File: src/rtl/core/gbm_pkg.sv
// ------------------------------------------------------------------------
// GBM stepper package
// Constants, register indexes and reciprocal table for the path stepper.
// ------------------------------------------------------------------------
package gbm_pkg;

  localparam int STEP_BITS_DEF = 20;
  localparam int CFG_W         = 32;
  localparam int CFG_IDX_W     = 3;
  localparam int MUL_W         = 34;
  localparam int DIV_N_W       = 64;
  localparam int DIV_D_W       = 35;
  localparam int TAYLOR_TERMS  = 12;

  localparam logic [CFG_IDX_W-1:0] CFG_INITIAL_SPOT   = 3'd0;
  localparam logic [CFG_IDX_W-1:0] CFG_DRIFT_STEP     = 3'd1;
  localparam logic [CFG_IDX_W-1:0] CFG_DIFFUSION_STEP = 3'd2;
  localparam logic [CFG_IDX_W-1:0] CFG_NUM_STEPS      = 3'd3;
  localparam logic [CFG_IDX_W-1:0] CFG_BGK_ENABLE     = 3'd4;
  localparam logic [CFG_IDX_W-1:0] CFG_BGK_FACTOR     = 3'd5;

  localparam logic [31:0] RST_INITIAL_SPOT = 32'd6553600;
  localparam logic [31:0] RST_BGK_FACTOR   = 32'd1073741824;
  localparam int          RST_NUM_STEPS    = 1000;

  localparam logic [31:0]        SAT32     = 32'hFFFF_FFFF;
  localparam logic [DIV_D_W-1:0] LN2_Q29   = 35'd372130559;
  localparam logic [MUL_W-1:0]   LN2_MUL   = 34'd372130559;
  // floor(2^43 / ln2 in Q29); applied to the offset exponent over 8, scaled by 2^40
  localparam logic [MUL_W-1:0]   K_RECIP   = 34'd23637;
  localparam logic signed [39:0] X_LIMIT   = 40'sd8589934592;
  localparam logic signed [39:0] K_OFFSET  = 40'sd8931133416;
  localparam logic [5:0]         K_BIAS_SH = 6'd54;
  localparam logic [30:0]        ONE_Q30   = 31'h4000_0000;

  function automatic logic [32:0] recip(input logic [3:0] n);
    logic [32:0] m;
    case (n)
      4'd1:    m = 33'd4294967296;
      4'd2:    m = 33'd2147483648;
      4'd3:    m = 33'd1431655765;
      4'd4:    m = 33'd1073741824;
      4'd5:    m = 33'd858993459;
      4'd6:    m = 33'd715827882;
      4'd7:    m = 33'd613566756;
      4'd8:    m = 33'd536870912;
      4'd9:    m = 33'd477218588;
      4'd10:   m = 33'd429496729;
      4'd11:   m = 33'd390451572;
      4'd12:   m = 33'd357913941;
      default: m = 33'd0;
    endcase
    return m;
  endfunction

endpackage

File: src/rtl/core/gbm_mul.sv
// ------------------------------------------------------------------------
// GBM shared multiplier
// Signed multiplier with a registered product, shared by every step phase.
// ------------------------------------------------------------------------
module gbm_mul
  import gbm_pkg::*;
(
  input  logic                      clk,
  input  logic signed [MUL_W-1:0]   a,
  input  logic signed [MUL_W-1:0]   b,
  output logic signed [2*MUL_W-1:0] p_r
);

  always_ff @(posedge clk) begin
    p_r <= a * b;
  end

endmodule

File: config.mk
export PLATFORM = sky130hd
export DESIGN_NAME = gbm_mul
export DESIGN_NICKNAME = d
export VERILOG_FILES = /design/src/rtl/core/gbm_pkg.sv /design/src/rtl/core/gbm_mul.sv
export SDC_FILE = /design/constraint.sdc
export NUM_CORES = 2
export LEC_CHECK = 0
export ABC_AREA = 1
export ABC_CLOCK_PERIOD_IN_PS = 7750
export BUFFER_PORTS_ARGS = -buffer_cell sky130_fd_sc_hd__clkbuf_2
export CAP_MARGIN = 15
export CORE_MARGIN = 4
export CORE_UTILIZATION = 51
export DETAILED_ROUTE_END_ITERATION = 7
export PLACE_DENSITY = 0.7
export SKIP_CTS_REPAIR_TIMING = 1
export SLEW_MARGIN = 20
export SYNTH_ARGS = -nofsm -noshare
export SYNTH_HDL_FRONTEND = slang
export SYNTH_SLANG_ARGS = --single-unit
File: constraint.sdc
create_clock -name clk -period 7.75 [get_ports clk]
set_clock_uncertainty 0.15 [all_clocks]
set_input_delay 0.3875 -clock clk [delete_from_list [all_inputs] [get_ports clk]]
set_output_delay 0.3875 -clock clk [all_outputs]
set_load 0.03 [all_outputs]
## Yosys cells after proc, flatten, opt, wreduce, memory -nomap -nowiden

Index checks and enable logic that the tools add are counted.

| storage, ports and cells | value |
|---|---|
| register bits after elaboration | 68 |
| latch bits | 0 |
| memory bits (writable) | 0 |
| ROM bits | 0 |
| input bits | 69 |
| output and inout port bits | 68 |
| word-level logic and storage cells | 2 |
| memories | 0 |

| cells by class | value |
|---|---|
| add/subtract/negate cells | 0 |
| multiply operators | 1 |
| div/mod/pow operators | 0 |
| magnitude comparators | 0 |
| equal/unequal tests | 0 |
| shifts and indexed selects | 0 |
| multiplexer cells | 0 |
| bitwise operators | 0 |
| reduce and logical (&&, ||, !) cells | 0 |

Operators with widths:

| kind | count |
|---|---|
| $mul A34 B34 Y68 | 1 |

## Logic depth before layout (Yosys ltp)

| logic depth | value |
|---|---|
| depth after elaboration | 1 |
| depth in mapped cells | 35 |
| depth with buffers taken out | 33 |

## Least setup slack after synthesis

Ideal clock, no wire load.

| timing path | value |
|---|---|
| path kind | input -> register |
| start point | input port a[33] |
| end point | register p_r[66] |
| setup time | 0.112 ns |
| data arrival time | 7.098 ns |
| required time | 7.488 ns |
| slack | 0.389 ns |
| stages on the path | 24 |
| buffers on the path | 2 |
| cell sequence | clkbuf_1 > clkbuf_1 > nand2_1 > inv_1 > fa_1 > fa_1 > fa_1 > fa_1 > inv_1 > fa_1 > fa_1 > inv_1 > fa_1 > fa_1 > ha_1 > nand2_1 > nor2_1 > inv_1 > nor2_2 > nand2_1 > nor3_1 > nand2_2 > nand3_1 > nand2_1 |

| between the ends | value |
|---|---|
| longest elaborated chain between the ends | 1 |

Ends and longest elaborated chain:

| element | RTL line | RTL |
|---|---|---|
| start: declaration | gbm_mul.sv:9 | `input logic signed [MUL_W-1:0] a,` |
| $mul A34 B34 Y68 | gbm_mul.sv:15 | `p_r <= a * b;` |
| end signal: assignment | gbm_mul.sv:15 |  |
| end: declaration | gbm_mul.sv:11 | `output logic signed [2*MUL_W-1:0] p_r` |

No other way between the ends.

## Worst setup path in the final report

| timing path | value |
|---|---|
| start point | input port a[33] |
| end point | register p_r[51] |

Same word-level chain as after synthesis.

==> run summary <==
syn nets: 7,486
CTS tree: built
core footprint: 90,010 sq um
via total after detailed routing: 35,450
Slew HR: 0.3000
CP top delay family: adder cells
Max Cap Violations: 0
largest registers: p_r (68)
WP data arrival: 7.39 ns
setup TNS: 0 ns
number of flip-flops in the largest register: 68
Post-Place Cells: 7,160
WL per Instance: 17.21 um
critical path class: primary input to flip-flop
Top FF cell, synth: dfxtp_1
Cell Count, Final, Fillers Out: 7,182
maximum clock insertion buffer count: 2
Worst Tran Pin Value: 1.049 ns
DRT iter0 DRCs: 2,591
status: complete, but fails checks
DRC viols: 1
min-delay worst type: primary input to flip-flop
Final Max Slew Viols: 0
PortBufs: 136
DR vias/cell: 4.936
Mean Syn Cell Area: 7.740 sq um
Synth top area share: 0.5375
RSZ-0062 raised after global routing: no
violated checks: design-rule violations
P&R area growth vs syn: 5.879%
CP max-delay cell: fa_1
fin crit share: 0.9438
Yosys top cell by area: fa_1
Biggest register: p_r
path length in cells of the critical path: 28
CTS Buf Count: 9
vias in the first global route: 38,880
FP Rows: 110
CP required: 7.82 ns
initial cell density of the core: 0.5135
initial antenna violation count: 7
GRT overflow: 0
first-pass GRT wire length: 204.9 mm
register area share after synthesis: 0.02945
clk root buf: clkbuf_16
CP Capture Type: flip-flop
WP buf/inv: 11
GRT Overall Usage: 0.2741
CP Launch Type: primary input
Worst Path Max Fanout: 11
placed wire-length estimate: 109.9 mm
number of synthesized flops with an enable pin: 0
Syn Inst Count: 5,972
largest net degree at the start of global routing: 36
Pre-Repair DR Iteration Count: 8
Async S/R FF share, synth: 0
Die W: 309.1 um
hold path cells: 4
FMAX: 0.1367 GHz
die area: 95,520 sq um
fin nets: 7,509
Final setup viols: 0
final count of hold timing violations: 0
clock sink count: 68
antenna-violating nets left: 0
Die Span Y: 309.1 um
htree depth: 3
Ys Warns: 0
Largest stage delay, worst path: 0.63 ns
largest cells by area after synthesis: fa_1, inv_1, nand2_1
Detailed Route WL: 123.6 mm
GPL Wtd Cong: 0.9671
post-synth cell types: 32
Clock transition at path regs: 0.06 ns
I/O Pins: 137
post-synthesis register bit count: 68
Mapped Area: 46,220 sq um
Final Critical Period: 7.315 ns
layout cells sized above 1: 0.06000
cell families (layout without fill, tap and decap cells):
| family | Yosys count | in the layout | share of synthesized area |
|---|---|---|---|
| xor gates and xnor gates | 35 | 35 | 0.006632 |
| other | 0 | 6 | 0 |
| and+or+nand+nor | 1939 | 1939 | 0.1658 |
| DFF | 68 | 68 | 0.02945 |
| adders and majority gates | 1445 | 1445 | 0.5927 |
| AOI/OAI and AO/OA | 95 | 95 | 0.01131 |
| buffers and inverters | 2390 | 2418 | 0.1941 |
synth_stat cells (all sizes together) (3+ instances only):
master     n
nor2     124
or2        8
inv     2119
o21bai    11
nand4     19
dfxtp     68
clkbuf   269
nor3      22
nand3b     3
nand3     77
nand2   1683
o21ai     19
ha       204
fa      1241
a21oi     63
xor2      33
metrics by stage:
step                setup WS, ns  hold WS, ns    util  cell area [sq um]
global placement          0.2706       0.6826  0.5402              48620
global route             0.01753       0.5120  0.5437              48940
floorplan                 0.3895       0.5165       -              46220
detailed placement        0.1894       0.6803  0.5402              48620
CTS                       0.5198       0.4917  0.5436              48930
finish                    0.4352       0.5174  0.5437              48940
cells in the final DEF (no fill, tap or decap), types with 2 or more instances in the layout:
| cell type | instances |
|---|---|
| nor3_4 | 2 |
| nor3_2 | 5 |
| inv_1 | 2116 |
| nor3_1 | 15 |
| o21ai_0 | 18 |
| nor2_2 | 9 |
| nand3_1 | 70 |
| a21oi_2 | 4 |
| or2_2 | 8 |
| nand2_1 | 1661 |
| fa_1 | 1241 |
| nor2_1 | 115 |
| nand2_4 | 2 |
| nand3_2 | 7 |
| clkbuf_2 | 136 |
| buf_4 | 134 |
| diode_2 | 6 |
| nand2_2 | 20 |
| a21oi_1 | 59 |
| nand3b_1 | 3 |
| clkbuf_16 | 9 |
| xnor2_1 | 2 |
| dfxtp_1 | 68 |
| clkinvlp_4 | 2 |
| clkinv_4 | 2 |
| buf_12 | 13 |
| inv_2 | 3 |
| ha_1 | 204 |
| xor2_1 | 33 |
| nand4_1 | 19 |
| o21bai_1 | 11 |
final timing paths:
kind | startpoint | endpoint
max | a[33] | p_r[51]
min | b[0] | p_r[0]
cell type report:
class,instances,area (sq um)
sequential,68,1361
fill,8520,41070
multi-input combinational,3514,35890
clock buffer,9,225.2
clock inverter,7,76.32
timing repair buffer,283,1947
inverter,2119,7954
tap,1176,1471
antenna,6,15.01
per-layer routing:
metal,share of wire,vias to the layer above,global-route usage
met2,0.51,1294,0.4925
met1,0.38,17780,0.3443
met4,0.047,0,0.1070
met3,0.063,315,0.02526
li1,-,16070,-
met5,0,-,0
Power is left out: the tool's default activity adds up to more than one toggle a clock period on the data nets, which glitch-free logic cannot reach.
