## src/rtl/core/gbm_pkg.sv

```systemverilog
// ------------------------------------------------------------------------
// GBM stepper package
// Constants, register indexes and reciprocal table for the path stepper.
// ------------------------------------------------------------------------
package gbm_pkg;

  localparam int STEP_BITS_DEF = 20;
  localparam int CFG_W         = 32;
  localparam int CFG_IDX_W     = 3;
  localparam int MUL_W         = 34;
  localparam int DIV_N_W       = 64;
  localparam int DIV_D_W       = 35;
  localparam int TAYLOR_TERMS  = 12;

  localparam logic [CFG_IDX_W-1:0] CFG_INITIAL_SPOT   = 3'd0;
  localparam logic [CFG_IDX_W-1:0] CFG_DRIFT_STEP     = 3'd1;
  localparam logic [CFG_IDX_W-1:0] CFG_DIFFUSION_STEP = 3'd2;
  localparam logic [CFG_IDX_W-1:0] CFG_NUM_STEPS      = 3'd3;
  localparam logic [CFG_IDX_W-1:0] CFG_BGK_ENABLE     = 3'd4;
  localparam logic [CFG_IDX_W-1:0] CFG_BGK_FACTOR     = 3'd5;

  localparam logic [31:0] RST_INITIAL_SPOT = 32'd6553600;
  localparam logic [31:0] RST_BGK_FACTOR   = 32'd1073741824;
  localparam int          RST_NUM_STEPS    = 1000;

  localparam logic [31:0]        SAT32     = 32'hFFFF_FFFF;
  localparam logic [DIV_D_W-1:0] LN2_Q29   = 35'd372130559;
  localparam logic [MUL_W-1:0]   LN2_MUL   = 34'd372130559;
  // floor(2^43 / ln2 in Q29); applied to the offset exponent over 8, scaled by 2^40
  localparam logic [MUL_W-1:0]   K_RECIP   = 34'd23637;
  localparam logic signed [39:0] X_LIMIT   = 40'sd8589934592;
  localparam logic signed [39:0] K_OFFSET  = 40'sd8931133416;
  localparam logic [5:0]         K_BIAS_SH = 6'd54;
  localparam logic [30:0]        ONE_Q30   = 31'h4000_0000;

  function automatic logic [32:0] recip(input logic [3:0] n);
    logic [32:0] m;
    case (n)
      4'd1:    m = 33'd4294967296;
      4'd2:    m = 33'd2147483648;
      4'd3:    m = 33'd1431655765;
      4'd4:    m = 33'd1073741824;
      4'd5:    m = 33'd858993459;
      4'd6:    m = 33'd715827882;
      4'd7:    m = 33'd613566756;
      4'd8:    m = 33'd536870912;
      4'd9:    m = 33'd477218588;
      4'd10:   m = 33'd429496729;
      4'd11:   m = 33'd390451572;
      4'd12:   m = 33'd357913941;
      default: m = 33'd0;
    endcase
    return m;
  endfunction

endpackage

```

## src/rtl/core/gbm_div.sv

```systemverilog
// ------------------------------------------------------------------------
// GBM iterative divider
// Restoring unsigned divider, one quotient bit per cycle.
// ------------------------------------------------------------------------
module gbm_div
  import gbm_pkg::*;
(
  input  logic               clk,
  input  logic               rst_n,
  input  logic               start,
  input  logic [DIV_N_W-1:0] dividend,
  input  logic [DIV_D_W-1:0] divisor,
  output logic               done_r,
  output logic [DIV_N_W-1:0] quot_r
);

  logic [DIV_D_W-1:0]   rem_r;
  logic [DIV_D_W-1:0]   dsr_r;
  logic [6:0]           cnt_r;
  logic                 busy_r;
  logic [DIV_D_W:0]     trial;
  logic                 fits;

  assign trial = {rem_r, quot_r[DIV_N_W-1]};
  assign fits  = trial >= {1'b0, dsr_r};

  always_ff @(posedge clk) begin
    if (!rst_n) begin
      busy_r <= 1'b0;
      done_r <= 1'b0;
      cnt_r  <= '0;
    end else begin
      done_r <= 1'b0;
      if (start) begin
        busy_r <= 1'b1;
        cnt_r  <= '0;
        quot_r <= dividend;
        rem_r  <= '0;
        dsr_r  <= divisor;
      end else if (busy_r) begin
        rem_r  <= fits ? DIV_D_W'(trial - {1'b0, dsr_r}) : trial[DIV_D_W-1:0];
        quot_r <= {quot_r[DIV_N_W-2:0], fits};
        cnt_r  <= cnt_r + 7'd1;
        if (cnt_r == 7'(DIV_N_W - 1)) begin
          busy_r <= 1'b0;
          done_r <= 1'b1;
        end
      end
    end
  end

endmodule

```

## config.mk

```make
export PLATFORM = sky130hd
export DESIGN_NAME = gbm_div
export DESIGN_NICKNAME = d
export VERILOG_FILES = /design/src/rtl/core/gbm_pkg.sv /design/src/rtl/core/gbm_div.sv
export SDC_FILE = /design/constraint.sdc
export NUM_CORES = 1
export LEC_CHECK = 0
export BUFFER_PORTS_ARGS = -buffer_cell sky130_fd_sc_hd__buf_2
export CORE_MARGIN = 3
export CORE_UTILIZATION = 27
export CTS_CLUSTER_SIZE = 14
export DETAILED_ROUTE_END_ITERATION = 10
export HOLD_SLACK_MARGIN = 0.1
export PLACE_DENSITY = 0.42
export SYNTH_ARGS = -nofsm -noshare
export SYNTH_HDL_FRONTEND = slang
export SYNTH_SLANG_ARGS = --single-unit
```

## constraint.sdc

```tcl
create_clock -name clk -period 11 [get_ports clk]
set_input_delay 0.55 -clock clk [delete_from_list [all_inputs] [get_ports clk]]
set_output_delay 0.55 -clock clk [all_outputs]
set_load 0.005 [all_outputs]
```

### Word-level counts from Yosys, hierarchy flattened

Cells that the tools add are included.

* bits in registers: 143
* bits of input ports: 102
* logic and storage cells: 25
* output and inout bits: 65

* bitwise operators: 2
* add/subtract/negate cells: 2
* order comparisons: 1
* eq/ne operators: 1
* multiplexer cells: 8
* reduce and logical (&&, ||, !) cells: 5

Operators with widths (count)
* $mux W64: 2
* $mux W35: 2
* $ge A36 B35 Y1: 1
* $sub A35 B35 Y35: 1
* $add A7 B1 Y7 const B: 1
* $eq A7 B6 Y1 const B: 1
* $mux W1: 4
* $reduce_and A2 Y1: 2
* $reduce_or A3 Y1: 1
* $not A1 Y1: 2
* $reduce_bool A2 Y1: 1
* $reduce_or A2 Y1: 1

### Depth between registers and ports, before layout

Gate-level depths: netlist (run 1).

* depth in word-level cells: 4
* depth in mapped cells: 13
* mapped depth without buffers: 11

### Worst setup path before layout (run 1)

Ideal clock, no wire load.

* path kind: input to register
* start point: input start
* end point: register busy_r
* stages on the path: 4
* data required time: 10.932 ns
* path slack: 7.130 ns
* path buffers: 2
* arrival time: 3.802 ns
* setup time: 0.068 ns
* cell sequence: clkbuf_1 -> clkbuf_1 -> o21a_1 -> o41a_1

* longest elaborated chain between the ends: 1

Ends and longest elaborated chain
* from (decl): line gbm_div.sv:10 `input logic start,`
* $mux W1: line gbm_div.sv:34 `if (start) begin`
* to (signal assigned): line gbm_div.sv:29 `busy_r <= 1'b0;`
* to (signal assigned): line gbm_div.sv:35 `busy_r <= 1'b1;`
* to (signal assigned): line gbm_div.sv:45 `busy_r <= 1'b0;`
* to (decl): line gbm_div.sv:20 `logic busy_r;`

No other way between the ends.
A chain may end at the register's enable or synchronous reset.

### Final worst setup path (run 1)

* start point: register quot_r[63]
* end point: register rem_r[33], data pin

* longest elaborated chain between the ends: 3
* elaborated cells between the ends (all ways): 4
* classes of those cells: 1 x add/sub; 1 x order compare; 2 x mux

Ends and longest elaborated chain
* from (decl): line gbm_div.sv:14 `output logic [DIV_N_W-1:0] quot_r`
* from (signal assigned): line gbm_div.sv:37 `quot_r <= dividend;`
* from (signal assigned): line gbm_div.sv:42 `quot_r <= {quot_r[DIV_N_W-2:0], fits};`
* $sub A35 B35 Y35 / $ge A36 B35 Y1 (equally long branches): line gbm_div.sv:41, gbm_div.sv:25
* $mux W35 (*): line gbm_div.sv:41 `rem_r <= fits ? DIV_D_W'(trial - {1'b0, dsr_r}) : trial[DIV_D_W-1:0];`
* $mux W35 (*): line gbm_div.sv:40 `end else if (busy_r) begin`
* to (signal assigned): line gbm_div.sv:41
* to (decl): line gbm_div.sv:17 `logic [DIV_D_W-1:0] rem_r;`

Every way passes the cells marked *; elsewhere a longest branch is shown, timed or not. The select of a mux whose other input is x is not followed.

==> results of run 1 <==
-- state kept, by name, summed over array words and instances (netlist names) --
signal,cells
quot_r,64
done_r,1
dsr_r,35
rem_r,35
busy_r,1
cnt_r,7
-- final timing paths --
kind,startpoint,to,cells past startpoint
setup / recovery,quot_r[63],rem_r[33],12
hold / removal,divisor[18],dsr_r[18],1
setup reg to reg,quot_r[63],rem_r[33],12
hold reg to reg,cnt_r[6],done_r,1
-- routing by layer --
layer / vias to the layer above / part of all wire, % / track usage, %
met3: 19 / 9.4 / 6.108
met5: - / 0.067 / 0
li1: 2843 / - / -
met1: 2686 / 46 / 17.63
met4: 4 / 1.2 / 3.863
met2: 188 / 43 / 20.79
-- layout make-up --
cell class,count,area [um2],area share [%]
timing repair buffer,169,855.8,8.860
sequential,143,4204,43.52
clock buffer,22,518.0,5.363
antenna,3,7.507,0.07772
clock inverter,10,81.33,0.8420
tap,378,473.0,4.896
multi-input combinational,456,3336,34.53
inverter,49,183.9,1.904
-- layout by cell type (no fill, tap or decap), types with 4 or more instances in the layout --
cell,Yosys,routed
nor2_1,28,28
a211oi_1,14,14
nand4_1,11,11
ha_1,36,36
and3_1,6,6
nand3_1,9,9
xor2_1,16,16
a21o_1,21,21
inv_1,49,49
o21a_1,7,6
nor4_1,4,4
inv_6,0,5
or3_1,6,6
clkbuf_16,0,20
or2_2,4,4
xnor2_1,11,11
dfxtp_1,9,9
nand2b_1,11,11
o21bai_1,5,5
o211ai_1,7,7
buf_2,10,165
nand2_1,64,64
a21oi_1,55,55
buf_4,0,4
mux2_2,64,64
nor3_1,6,6
o21ai_0,23,23
edfxtp_1,134,134
-- Yosys cell counts (all sizes together), types with 8 or more instances --
master and count:
xor2 16, a21o 21, buf 14, a211oi 14, nand2b 11, nor2 28
nand2 64, edfxtp 134, dfxtp 9, mux2 64, o211ai 8, ha 36
o21ai 25, clkbuf 17, nand3 10, nand4 11, a21oi 55, xnor2 11
inv 49
-- kinds of logic (layout without fill, tap and decap cells) --
kind of cell,after synthesis,count (layout),share of synthesized area (%)
AOI/OAI and AO/OA,162,162,13.60
xor gates and xnor gates,27,27,3.010
adders and majority gates,37,37,5.989
buffers and inverters,80,250,4.126
DFF,143,143,53.52
muxes,65,65,9.302
other,0,3,0
and+or+nand+nor,165,165,10.45
-- critical path, delay by kind of cell (launching register included) --
| kind | cells | cell delay (ns) |
|---|---|---|
| buffers and inverters | 2 | 0.52 |
| DFF | 1 | 0.38 |
| and+or+nand+nor | 3 | 0.61 |
| adders and majority gates | 2 | 0.61 |
| AOI/OAI and AO/OA | 5 | 1.06 |
-- stage by stage --
step            power, W  util (%)  setup slack [ns]  cell area (um2)  hold WS, ns
2_1_floorplan  0.0009332         -             7.130             7855       0.4319
3_3_place_gp    0.001044     32.06             7.633             9052       0.4738
3_5_place_dp    0.001039     32.06             7.547             9052       0.4670
4_1_cts         0.001644     34.18             7.544             9652       0.2646
5_1_grt         0.001705     34.18             7.297             9652       0.2646
6_report        0.001614     34.20             7.551             9659       0.2972
-- report_power, final --
part / internal [W] / switching, W / total (W)
registers: 0.000651 / 0.0000206 / 0.000671
logic: 0.000146 / 0.000208 / 0.000354
clock network: 0.000341 / 0.000249 / 0.000590
==> impl_metrics.ini, run 1 <==
[sta]
clock-skew-final_ns = 0.01554
rsz0062_at_grt = no
tightest_slew_ns = 0.9585
finalCriticalPeriod_ns = 3.449
finalHoldViolations = 0
finalCritPeriodShare_pct = 31.35
tns_ns = 0
final_max_slew_viol_count = 0
setup_viol = 0
max_freq_ghz = 0.2900
slew_headroom_pct = 36.10

[drt]
drt_iter0_markers = 297
wire_per_inst_um = 17.08
vias = 5740
ant_nets = 0
drc = 0
dr.pass1.iters = 4
routed_via_density = 4.667
wl_mm = 21.01

[clock_tree]
postCtsHoldBufs = 0
cts_setup_buffers = 0
htree_levels = 4
clock_latency_ns = 0.43
cts-root-buf = clkbuf_16
tritoncts = yes
clock_sinks = 143
cts_resized = 0
cts_buffers = 17
cts.clk_slew.worst_paths_ns = 0.07
cts_buffer_depth = 2

[floorplan]
fp.dieH_um = 176.6
io_pins = 167
fp.coreArea_um2 = 28240
die_area_um2 = 31180
die_w_um = 176.6
core.rowCount = 61
initial_core_util_pct = 27.82

[synthesis]
ys.flop_type = edfxtp_1
synth_cell_types = 63
synth_top_area_share_pct = 51.23
netlist_instances = 679
synthArstFlopShare_pct = 0
yosys_warnings = 0
synth_area_per_cell_um2 = 11.57
synth-seq-area-share_pct = 53.52
yosys-top-cells-area = edfxtp_1 (51%), mux2_2 (9.2%), ha_1 (5.7%)
synth_seq_cells = 143
synth_top_cell_by_area = edfxtp_1
synth_edf_count = 134
netlist_area_um2 = 7855
syn_nets = 818

[outcome]
outcome = finished, final reports clean

[global_routing]
grt_start_max_net_pins = 68
gr-total-overflow = 0
grt_first_pass_wirelength_mm = 33.23
grt_pass1_vias = 6052
antenna_found_initial = 4
track_usage_pct = 13.66

[power_and_ir_drop]
total_leakage_power_nw = 3.943
p_per_area_nw_per_um2 = 167.1
peakVddDrop_mv = 0.09557

[placement]
post-dp-hpwl_mm = 15.01
numPortBuffers = 166
dp_cells = 1195
place.gp.congestion = 0.7995

[layout]
layout-drive-gt1-share_pct = 33.10
final_nets = 975
instances_no_fill = 1230
nFillCells = 2884
area_growth_pct = 22.97

[setup_path]
critPathCaptureType = register
cp_slowest_cell = buf_4
required_ns = 11.18
crit_fanout = 38
worstSetupPathType = register to register
cpMostUsedCell = a211o_1
worstPathArrival_ns = 3.63
path_cells = inv_1 > ha_1 > fa_1 > nand2b_1 > a21o_1 > a211o_1 > a31oi_2 > o211ai_2 > nand2_1 > buf_4 > nor3b_1 > a211o_1
critPathLaunchType = register
cpPeakStageDelay_ns = 0.46
rrSetupSlack_ns = 7.55

[flow_run]
max-cap-violations = 0

[worst_hold_path]
hp-class = input port to register
Power figures use the tool's default switching activity.
==> inputs of run 2 (changes only) <==
- ABC_AREA: not set -> 1
- PLACE_DENSITY: 0.42 -> 0.43
- clock period: 11 -> 2.9 ns (I/O delays scaled with it)
==> impl_metrics.ini, run 2 <==
[synthesis]
synth-seq-area-share_pct = 49.06
netlist_instances = 1107
synth_cell_types = 36
synth_top_cell_by_area = edfxtp_1
synth_area_per_cell_um2 = 7.741
ys_top_cells_by_count = nand2_1 (449), inv_1 (165), edfxtp_1 (134)
syn_nets = 1246
netlist_area_um2 = 8569
synth_seq_cells = 143
synth_most_common_cell = nand2_1
synth_edf_count = 134
ys.flop_type = edfxtp_1
yosys_warnings = 0
synth_top_area_share_pct = 46.96
synthArstFlopShare_pct = 0
yosys-top-cells-area = edfxtp_1 (47%), nand2_1 (20%), inv_1 (7.2%)

[global_routing]
gr-total-overflow = 0
antenna_found_initial = 0
track_usage_pct = 15.82
grt_pass1_vias = 8061
grt_start_max_net_pins = 99
grt_first_pass_wirelength_mm = 42.07

[layout]
nFillCells = 3274
instances_no_fill = 1786
regMostFlops = quot_r
antenna_cells = 0
post-route-util_pct = 37.18
final_common_cell = nand2_1
mostFrequentLayoutCells = nand2_1 (448), buf_2 (166), inv_1 (164)
largest_register_ffs = 64
area_growth_pct = 34.11
layout-drive-gt1-share_pct = 16.26
finalInstanceArea_um2 = 11490
final_nets = 1516
layout_top_registers = quot_r (64), dsr_r (35), rem_r (35)

[placement]
place.gp.congestion = 0.8496
numPortBuffers = 166
dp_cells = 1653
post-dp-hpwl_mm = 19.26
placed_area_um2 = 9874

[floorplan]
die_area_um2 = 33910
initial_core_util_pct = 27.72
core.rowCount = 64
fp.dieH_um = 184.2
fp.coreArea_um2 = 30910
die_w_um = 184.2
io_pins = 167

[clock_tree]
cts.clk_slew.worst_paths_ns = 0.06
clock_sinks = 143
cts-root-buf = clkbuf_16
tritoncts = yes
cts_buffers = 17
cts_buffer_depth = 2
cts_setup_buffers = 0
clock_latency_ns = 0.44
htree_levels = 4

[drt]
drc = 0
wl_mm = 26.05
ant_nets = 0
drt_iter0_markers = 384
wire_per_inst_um = 14.59
routed_via_density = 4.309
vias = 7696
dr.pass1.iters = 4

[setup_path]
required_ns = 3.07
path_delay_family = compound AO/OA/AOI/OAI gates
worst-path-stages = 12
worstRegToRegCells = 12
path_cells = ha_1 > a21oi_2 > nand2_1 > nand2_1 > nand2_1 > a21oi_1 > nand2_2 > nand2_4 > nand2_4 > buf_12 > o21ai_0 > nor2_1
cpPeakStageDelay_ns = 0.42
cpMostUsedCell = nand2_1
cp_slowest_cell = edfxtp_1
crit_buf_inv = 1
critPathCaptureType = register
worstSetupPathType = register to register
critPathLaunchType = register
crit_fanout = 21
worstPathArrival_ns = 2.81

[sta]
finalHoldViolations = 0
finalCriticalPeriod_ns = 2.642
clock-skew-final_ns = 0.01865
max_freq_ghz = 0.3784
finalCritPeriodShare_pct = 91.12
tightest_slew_ns = 0.7774
rsz0062_at_grt = no
setup_viol = 0
tns_ns = 0
slew_headroom_pct = 47.85
final_max_slew_viol_count = 0

[power_and_ir_drop]
total_leakage_power_nw = 5.740
peakVddDrop_mv = 0.3547
p_per_area_nw_per_um2 = 584.2

[flow_run]
max-cap-violations = 0

[worst_hold_path]
hp-class = input port to register
worst_hold_path.num_cells = 2

[outcome]
outcome = finished, final reports clean
-- run 2: cell count changes after synthesis, moves of 8 or more --
cell and change:
a21o_1 -21, mux2_2 -64, nand3_1 +18, a211oi_1 -12, o21ai_0 +11, a21oi_1 -24
inv_1 +116, nor2_1 +99, nand2b_1 -11, nand2_1 +385, xnor2_1 -9, buf_2 -8
-- run 2: kinds of logic after synthesis --
logic type | Yosys count | share of synthesized area (%)
flops | 143 | 49.06
buf+inv | 192 | 8.789
compound gates | 82 | 5.402
xor+xnor | 18 | 1.840
simple gates | 635 | 29.42
fa+ha+maj | 37 | 5.490
-- run 2: cell type report --
cell class	count	area, um2	area share, %
Clock buffer	24	535.5	4.660
Clock inverter	8	62.56	0.5444
Inverter	169	636.9	5.542
Multi-Input combinational cell	772	3622	31.52
Sequential cell	143	4204	36.58
Tap cell	396	495.5	4.311
Timing Repair Buffer	274	1936	16.84
-- run 2: through the flow --
| stage | hold WS [ns] | power (W) | worst slack (ns) |
|---|---|---|---|
| floorplan | 0.2439 | 0.003832 | 0.5479 |
| global placement | 0.3234 | 0.004413 | 0.2766 |
| detailed placement | 0.3236 | 0.004408 | 0.2120 |
| CTS | 0.3973 | 0.006813 | 0.1974 |
| global route | 0.4148 | 0.007163 | 0.01838 |
| finish | 0.4224 | 0.006714 | 0.2576 |
-- run 2: routing by layer --
layer  GRT usage [%]  share of wire, %  routed length (um)
met3           4.815               7.0                1828
met1           20.64                47               12180
met4           4.717               1.6                 429
met5               0                 0                   0
met2           25.40                45               11610
-- run 2: final timing paths --
kind	startpoint	to	slack, ns
setup / recovery	rem_r[22]	rem_r[19]	0.26
hold / removal	divisor[29]	dsr_r[29]	0.42
setup reg to reg	rem_r[22]	rem_r[19]	0.26
hold reg to reg	cnt_r[6]	done_r	0.46
-- run 2: what timing repair did --
action                                  in CTS  in global routing
endpoints found under the setup margin       0                 21
gates resized for setup                      0                  4
hold buffers                               101                  0
hold endpoints to repair                   100                  0
-- run 2: power by group --
group	leakage (nW)	total, W	switching, W	internal, W
combinational	4.07	0.00183	0.00114	0.000692
sequential	1.37	0.00262	0.000106	0.00252
clock	0.298	0.00226	0.000948	0.00131
total	5.74	0.00671	0.00220	0.00452
